## src/rtl/abfa_pkg.sv

```systemverilog
// ----------------------------------------------------------------------------
// abfa_pkg
// Shared constants for the affine background fetch address generator:
// operation and result codes, register indexes, reset values, memory bases.
// ----------------------------------------------------------------------------
`default_nettype none

package abfa_pkg;

    // video memory base address
    localparam logic [31:0] VRAM_BASE = 32'h0600_0000;

    // input operation codes
    localparam logic [1:0] OP_RELOAD    = 2'd0;
    localparam logic [1:0] OP_PIXEL     = 2'd1;
    localparam logic [1:0] OP_MAP_ENTRY = 2'd2;
    localparam logic [1:0] OP_LINE_END  = 2'd3;

    // result kinds
    localparam logic [1:0] KIND_SKIP   = 2'd0;
    localparam logic [1:0] KIND_MAP    = 2'd1;
    localparam logic [1:0] KIND_INDEX  = 2'd2;
    localparam logic [1:0] KIND_DIRECT = 2'd3;

    // register indexes
    localparam logic [2:0] REG_BG_CONTROL   = 3'd0;
    localparam logic [2:0] REG_BASE_EXT     = 3'd1;
    localparam logic [2:0] REG_DX_PER_PIXEL = 3'd2;
    localparam logic [2:0] REG_DY_PER_PIXEL = 3'd3;
    localparam logic [2:0] REG_DX_PER_LINE  = 3'd4;
    localparam logic [2:0] REG_DY_PER_LINE  = 3'd5;
    localparam logic [2:0] REG_START_X      = 3'd6;
    localparam logic [2:0] REG_START_Y      = 3'd7;

    // register reset values
    localparam logic [15:0] RST_DX_PER_PIXEL = 16'h0100;
    localparam logic [15:0] RST_DY_PER_LINE  = 16'h0100;

    // smallest map/bitmap side is 128 pixels
    localparam logic [3:0] MIN_SIZE_LOG2 = 4'd7;

endpackage

`default_nettype wire

```

## src/rtl/affine_background_fetch_address.sv

```systemverilog
// ----------------------------------------------------------------------------
// affine_background_fetch_address
// Fetch address generator for one rotation/scaling background layer.
// ----------------------------------------------------------------------------
// The block accepts one item per clock unless a stalled result side holds
// it. A pixel or map-entry item passes the coordinate stage and then the
// output register before the result side sees it. Throughput is one item per
// clock while the result side is ready; a stalled result side holds the input
// once both the coordinate stage and the output register are full. Pixel
// items give the texture coordinate as (reference + step * pixel) >> 8; the
// first stage does the 16x8 multiply-add per axis, the second does the range
// check and builds the byte address. Reload and line-end items update the
// reference point at the transfer and give no result; a map-entry item in
// bitmap mode gives none either. Registers may only be written while no item
// is in flight.
`default_nettype none

module affine_background_fetch_address (
    input  wire logic        clk,
    input  wire logic        rst_n,
    // configuration write port
    input  wire logic        cfg_wr_en,
    input  wire logic [2:0]  cfg_index,
    input  wire logic [27:0] cfg_data,
    // input stream
    input  wire logic        s_axis_tvalid,
    output logic             s_axis_tready,
    input  wire logic [23:0] s_axis_tdata,   // pixel [7:0], map_entry [23:8]
    input  wire logic [1:0]  s_axis_tuser,   // op [1:0]
    // result stream
    output logic             m_axis_tvalid,
    input  wire logic        m_axis_tready,
    output logic [39:0]      m_axis_tdata,   // pixel_out [7:0], address [39:8]
    output logic [1:0]       m_axis_tuser    // kind [1:0]
);

    // configuration registers
    logic [15:0] bg_control_reg;
    logic [5:0]  base_ext_reg;
    logic [15:0] dx_pixel_reg;
    logic [15:0] dy_pixel_reg;
    logic [15:0] dx_line_reg;
    logic [15:0] dy_line_reg;
    logic [27:0] start_x_reg;
    logic [27:0] start_y_reg;

    // reference point
    logic [31:0] ref_x_reg;
    logic [31:0] ref_y_reg;

    // coordinate stage
    logic        st1_valid_reg;
    logic        st1_entry_reg;
    logic [7:0]  st1_pixel_reg;
    logic [15:0] st1_map_entry_reg;
    logic [31:8] st1_sum_x_reg;
    logic [31:8] st1_sum_y_reg;

    // output stage
    logic        out_valid_reg;
    logic [7:0]  out_pixel_reg;
    logic [1:0]  out_kind_reg;
    logic [31:0] out_addr_reg;

    logic        in_xfer;
    logic        st1_advance;
    logic        out_free;
    logic [1:0]  in_op;
    logic [7:0]  in_pixel;
    logic        bitmap_mode;
    logic        in_makes_result;
    logic [23:0] prod_x;
    logic [23:0] prod_y;
    logic [31:0] sum_x_next;
    logic [31:0] sum_y_next;

    logic [1:0]  size_sel;
    logic [3:0]  lg_x;
    logic [3:0]  lg_y;
    logic [23:0] cx;
    logic [23:0] cy;
    logic        in_range;
    logic [2:0]  row;
    logic [2:0]  col;
    logic [31:0] bitmap_base;
    logic [31:0] map_base;
    logic [31:0] char_base;
    logic [31:0] bitmap_index;
    logic [30:0] map_index;
    logic [1:0]  kind_next;
    logic [31:0] addr_next;

    // handshake and stall chain
    assign out_free      = !out_valid_reg || m_axis_tready;
    assign st1_advance   = st1_valid_reg && out_free;
    assign s_axis_tready = !st1_valid_reg || out_free;
    assign in_xfer       = s_axis_tvalid && s_axis_tready;

    assign in_op       = s_axis_tuser;
    assign in_pixel    = s_axis_tdata[7:0];
    assign bitmap_mode = bg_control_reg[7];

    // items that produce a result
    assign in_makes_result = (in_op == abfa_pkg::OP_PIXEL)
                          || ((in_op == abfa_pkg::OP_MAP_ENTRY) && !bitmap_mode);

    // per-pixel multiply-add, wraps at 32 bits
    assign prod_x = 24'($signed(dx_pixel_reg) * $signed({1'b0, in_pixel}));
    assign prod_y = 24'($signed(dy_pixel_reg) * $signed({1'b0, in_pixel}));
    assign sum_x_next = ref_x_reg + {{8{prod_x[23]}}, prod_x};
    assign sum_y_next = ref_y_reg + {{8{prod_y[23]}}, prod_y};

    // configuration writes
    always_ff @(posedge clk or negedge rst_n)
    begin
        if (!rst_n)
        begin
            bg_control_reg <= '0;
            base_ext_reg   <= '0;
            dx_pixel_reg   <= abfa_pkg::RST_DX_PER_PIXEL;
            dy_pixel_reg   <= '0;
            dx_line_reg    <= '0;
            dy_line_reg    <= abfa_pkg::RST_DY_PER_LINE;
            start_x_reg    <= '0;
            start_y_reg    <= '0;
        end
        else if (cfg_wr_en)
        begin
            unique case (cfg_index)
                abfa_pkg::REG_BG_CONTROL:   bg_control_reg <= cfg_data[15:0];
                abfa_pkg::REG_BASE_EXT:     base_ext_reg   <= cfg_data[5:0];
                abfa_pkg::REG_DX_PER_PIXEL: dx_pixel_reg   <= cfg_data[15:0];
                abfa_pkg::REG_DY_PER_PIXEL: dy_pixel_reg   <= cfg_data[15:0];
                abfa_pkg::REG_DX_PER_LINE:  dx_line_reg    <= cfg_data[15:0];
                abfa_pkg::REG_DY_PER_LINE:  dy_line_reg    <= cfg_data[15:0];
                abfa_pkg::REG_START_X:      start_x_reg    <= cfg_data;
                abfa_pkg::REG_START_Y:      start_y_reg    <= cfg_data;
                default:                    ;
            endcase
        end
    end

    // reference point update on reload and line end
    always_ff @(posedge clk or negedge rst_n)
    begin
        if (!rst_n)
        begin
            ref_x_reg <= '0;
            ref_y_reg <= '0;
        end
        else if (in_xfer)
        begin
            case (in_op)
                abfa_pkg::OP_RELOAD:
                begin
                    ref_x_reg <= {{4{start_x_reg[27]}}, start_x_reg};
                    ref_y_reg <= {{4{start_y_reg[27]}}, start_y_reg};
                end
                abfa_pkg::OP_LINE_END:
                begin
                    ref_x_reg <= ref_x_reg + {{16{dx_line_reg[15]}}, dx_line_reg};
                    ref_y_reg <= ref_y_reg + {{16{dy_line_reg[15]}}, dy_line_reg};
                end
                default: ;
            endcase
        end
    end

    // stage valid flags
    always_ff @(posedge clk or negedge rst_n)
    begin
        if (!rst_n)
        begin
            st1_valid_reg <= 1'b0;
            out_valid_reg <= 1'b0;
        end
        else
        begin
            if (s_axis_tready)
                st1_valid_reg <= in_xfer && in_makes_result;
            if (out_free)
                out_valid_reg <= st1_valid_reg;
        end
    end

    // coordinate stage payload
    always_ff @(posedge clk)
    begin
        if (in_xfer)
        begin
            st1_entry_reg     <= (in_op == abfa_pkg::OP_MAP_ENTRY);
            st1_pixel_reg     <= in_pixel;
            st1_map_entry_reg <= s_axis_tdata[23:8];
            st1_sum_x_reg     <= sum_x_next[31:8];
            st1_sum_y_reg     <= sum_y_next[31:8];
        end
    end

    // map or bitmap size as log2 of each side
    assign size_sel = bg_control_reg[15:14];
    always_comb
    begin
        if (bitmap_mode)
        begin
            case (size_sel)
                2'd0:    begin lg_x = 4'd7; lg_y = 4'd7; end
                2'd1:    begin lg_x = 4'd8; lg_y = 4'd8; end
                2'd2:    begin lg_x = 4'd9; lg_y = 4'd8; end
                default: begin lg_x = 4'd9; lg_y = 4'd9; end
            endcase
        end
        else
        begin
            lg_x = abfa_pkg::MIN_SIZE_LOG2 + {2'b00, size_sel};
            lg_y = lg_x;
        end
    end

    // range check on the texture coordinate
    assign cx = st1_sum_x_reg[31:8];
    assign cy = st1_sum_y_reg[31:8];
    assign in_range = !st1_sum_x_reg[31] && !st1_sum_y_reg[31]
                   && ((cx >> lg_x) == 24'd0) && ((cy >> lg_y) == 24'd0);

    // base addresses
    assign bitmap_base = abfa_pkg::VRAM_BASE + {13'd0, bg_control_reg[12:8], 14'd0};
    assign map_base    = abfa_pkg::VRAM_BASE + {16'd0, bg_control_reg[12:8], 11'd0}
                       + {13'd0, base_ext_reg[5:3], 16'd0};
    assign char_base   = abfa_pkg::VRAM_BASE + {14'd0, bg_control_reg[5:2], 14'd0}
                       + {13'd0, base_ext_reg[2:0], 16'd0};

    // linear offsets; sides are powers of two so products are shifts
    assign bitmap_index = ({8'd0, cy} << lg_x) | {8'd0, cx};
    assign map_index    = ({10'd0, cy[23:3]} << (lg_x - 4'd3)) + {10'd0, cx[23:3]};

    // flipped row and column inside the character
    assign row = cy[2:0] ^ {3{st1_map_entry_reg[11]}};
    assign col = cx[2:0] ^ {3{st1_map_entry_reg[10]}};

    // result kind and address
    always_comb
    begin
        kind_next = abfa_pkg::KIND_SKIP;
        addr_next = '0;
        if (in_range)
        begin
            if (bitmap_mode)
            begin
                if (bg_control_reg[2])
                begin
                    kind_next = abfa_pkg::KIND_DIRECT;
                    addr_next = bitmap_base + {bitmap_index[30:0], 1'b0};
                end
                else
                begin
                    kind_next = abfa_pkg::KIND_INDEX;
                    addr_next = bitmap_base + bitmap_index;
                end
            end
            else if (!st1_entry_reg)
            begin
                kind_next = abfa_pkg::KIND_MAP;
                addr_next = map_base + {map_index, 1'b0};
            end
            else
            begin
                kind_next = abfa_pkg::KIND_INDEX;
                addr_next = char_base + {16'd0, st1_map_entry_reg[9:0], row, col};
            end
        end
    end

    // output register
    always_ff @(posedge clk)
    begin
        if (st1_advance)
        begin
            out_pixel_reg <= st1_pixel_reg;
            out_kind_reg  <= kind_next;
            out_addr_reg  <= addr_next;
        end
    end

    assign m_axis_tvalid = out_valid_reg;
    assign m_axis_tdata  = {out_addr_reg, out_pixel_reg};
    assign m_axis_tuser  = out_kind_reg;

endmodule

`default_nettype wire
```

## config.mk

```make
export PLATFORM = sky130hd
export DESIGN_NAME = affine_background_fetch_address
export DESIGN_NICKNAME = d
export VERILOG_FILES = /design/src/rtl/abfa_pkg.sv /design/src/rtl/affine_background_fetch_address.sv
export SDC_FILE = /design/constraint.sdc
export NUM_CORES = 1
export LEC_CHECK = 0
export ABC_AREA = 1
export BUFFER_PORTS_ARGS = -buffer_cell sky130_fd_sc_hd__buf_2
export CAP_MARGIN = 20
export CORE_MARGIN = 10
export CORE_UTILIZATION = 60
export DETAILED_ROUTE_END_ITERATION = 10
export HOLD_SLACK_MARGIN = 0.1
export MAX_ROUTING_LAYER = met4
export PLACE_DENSITY = 0.77
export SLEW_MARGIN = 30
export SYNTH_ARGS = -nofsm -noshare
export SYNTH_HDL_FRONTEND = slang
export SYNTH_SLANG_ARGS = --single-unit
```

## constraint.sdc

```tcl
create_clock -name clk -period 7.7 [get_ports clk]
set_input_delay 0.385 -clock clk [delete_from_list [all_inputs] [get_ports clk]]
set_output_delay 0.385 -clock clk [all_outputs]
set_load 0.005 [all_outputs]
```

==> out/metrics.cfg <==
[setup_path]
cp-end-kind = flip-flop
crit_type = reg2reg
reg2reg_from = dy_pixel_reg[7]$_DFFE_PN0P_
rr_endpoint = cy[23]$_DFFE_PP_
arrival_ps = 7630
cp_max_fo = 9
r2r_cells = 34
required_ps = 8010
critPathSlowestCell = fa_1
crit_path_start_kind = flip-flop
crit_path_max_incr_delay_ps = 550
ff2ff_setup_slack_ps = 380
path_common_cell = nand2_1

[sta]
setup_slack_ps = 384
period_share_pct = 95.0
holdWs_ps = 109
min_period_ps = 7320
maxSlewViolCount = 0
worst_pin_slew_ps = 948
tns_ps = 0
timing.fmax_ghz = 0.137
hold_viol_final = 0
slew_headroom_pct = 36.7
rsz0062_at_grt = no
setup-violations-final = 0
skew_ps = 24.4

[min_path]
hold_path.class = in2reg
min_path_cells = 2
hold_path_startpoint = cfg_data[17]
min_to = start_x_reg[17]$_DFFE_PN0P_

[finish]
drive_above_1_share_pct = 7.08
fillerInstances = 4656
final_nets = 5055
area_delta_synth_final_pct = 8.72
multiInputGateArea_sq_um = 21000
finalInstanceArea_sq_um = 35800
ff_latch_area_sq_um = 8440

[detailed_routing]
via_per_inst = 5.71
wl_per_cell_um = 18.4
wl_um = 96500
drc = 0
first_pass_iters = 5
drtIter0Drc = 2480
postRouteAntennaNets = 0
via_count = 30000

[place]
place.gp.congestion = 1.04
io_buffers = 101
place_hpwl_um = 75600
dpl-instance-area_sq_um = 34100
place_ws_ps = 132

[floorplanning]
die_w_um = 254
start_util_pct = 60.9
row_count = 85
core_sq_um = 54000
fp.dieArea_sq_um = 64600
pin_count = 106
die_h_um = 254

[global_routing]
grt_max_degree = 81
track_usage_pct = 30.7
gr-total-overflow = 0
antenna_found_initial = 3
grt_first_pass_wirelength_um = 152000
grt_pass1_vias = 28800

[synthesis]
yosysSeqAreaShare_pct = 25.6
synth_cell_type_count = 62
yosys_warnings = 0
async_reset_ff_share_pct = 64.8
syn_inst = 4444
syn_area_sq_um = 32900
syn_avg_cell_area_sq_um = 7.41
synth-edff-count = 111
synthFlopType = dfrtp_1
synth-seq-cells = 315

[cts]
cts_tree = yes
clk_pin_slew_ps = 60
htree_levels = 2
numCtsBuffers = 39
clk_path_buf_depth = 3
cts_root_buf = clkbuf_16
clk_latency_ps = 580
clkSinkCount = 315

[run]
maxCapViolCount = 0

[run_status]
run_status = finished clean

==> cell usage after synthesis (all sizes together) (11+ instances only) <==
library cell	number	area, sq um
o211ai	31	233
a21oi	307	1590
nand2	1115	4240
xor2	88	778
edfxtp	111	3330
nor4	12	75.1
or2	12	75.1
o21ai	410	2060
o21bai	14	105
xnor2	71	622
a21o	22	165
a221oi	13	114
fa	206	4120
dfrtp	202	5050
nand4	25	156
clkbuf	119	447
a21boi	18	135
a31oi	31	194
nor2	222	881
ha	266	3330
nand3	223	1130
inv	753	2830
nor3	32	160
o21a	11	82.6
buf	46	302
==> worst max-delay path by stage <==
stage	from	to	slack (ps)	cells past startpoint
after global placement	s_axis_tdata[0]	cx[23]$_DFFE_PP_	380	29
final	dy_pixel_reg[7]$_DFFE_PN0P_	cy[23]$_DFFE_PP_	380	34
after floorplan	s_axis_tdata[2]	cy[23]$_DFFE_PP_	1100	35
after global routing	dy_pixel_reg[7]$_DFFE_PN0P_	cy[23]$_DFFE_PP_	10	34
after detailed placement	s_axis_tdata[0]	cy[23]$_DFFE_PP_	130	36
after CTS	dx_pixel_reg[8]$_DFFE_PN1P_	cx[23]$_DFFE_PP_	230	28
==> repair_timing <==
action | 4_1_cts | 5_1_grt
resized for setup | 0 | 7
setup buffers | 0 | 1
hold endpoints to repair | 112 | 0
setup endpoints to repair | 0 | 9
hold buffers | 32 | 0
==> critical path: cells and delay by family, from the launching register on <==
kind	cells	cell delay (ps)
buffers and inverters	4	220
xor gates and xnor gates	1	160
AOI/OAI and AO/OA	8	1640
DFF	1	540
and+or+nand+nor	15	1820
adders and majority gates	6	2680
==> area by class of cell <==
cell class              instances  area share (%)
multi-input cells            3208            58.6
flip-flops and latches        315            23.6
inverters                     759            7.96
repair buffers                198            3.76
clock buffers                  55            3.29
well taps                     696            2.43
clock inverters                16           0.392
diodes                          2          0.0140
==> through the flow <==
step	utilization [%]	cells
2_1_floorplan	-	4447
5_1_grt	66.2	5249
3_5_place_dp	63.1	5143
3_3_place_gp	63.1	5143
4_1_cts	66.1	5246
6_report	66.2	5249
==> cells by family (layout without fill, tap and decap cells) <==
kind of cell | count (synthesis) | after routing | synth area share (%)
fa+ha+maj | 472 | 472 | 22.6
xor+xnor | 159 | 159 | 4.25
flops | 315 | 315 | 25.6
compound gates | 907 | 907 | 15.5
mux | 11 | 11 | 0.369
simple gates | 1654 | 1654 | 20.7
other cells | 2 | 7 | 0.0228
buf+inv | 924 | 1028 | 10.9
==> routing by layer <==
metal	track usage, %	wire [um]
met1	37.9	39200
met2	49.5	45300
met3	4.19	7040
met4	14.4	4920
met5	-	0
==> cell usage in the layout, fill, tap and decap left out, drive strengths merged, types with 32 or more instances in the layout <==
cell type    count
a21oi          307
buf            166
clkbuf          55
dfrtp          202
dlygate4sd3     32
edfxtp         111
fa             206
ha             266
inv            756
nand2         1115
nand3          223
nor2           222
nor3            32
o21ai          410
xnor2           71
xor2            88
Power is left out: the tool's default activity adds up to more than one toggle a clock period on the data nets, which glitch-free logic cannot reach.
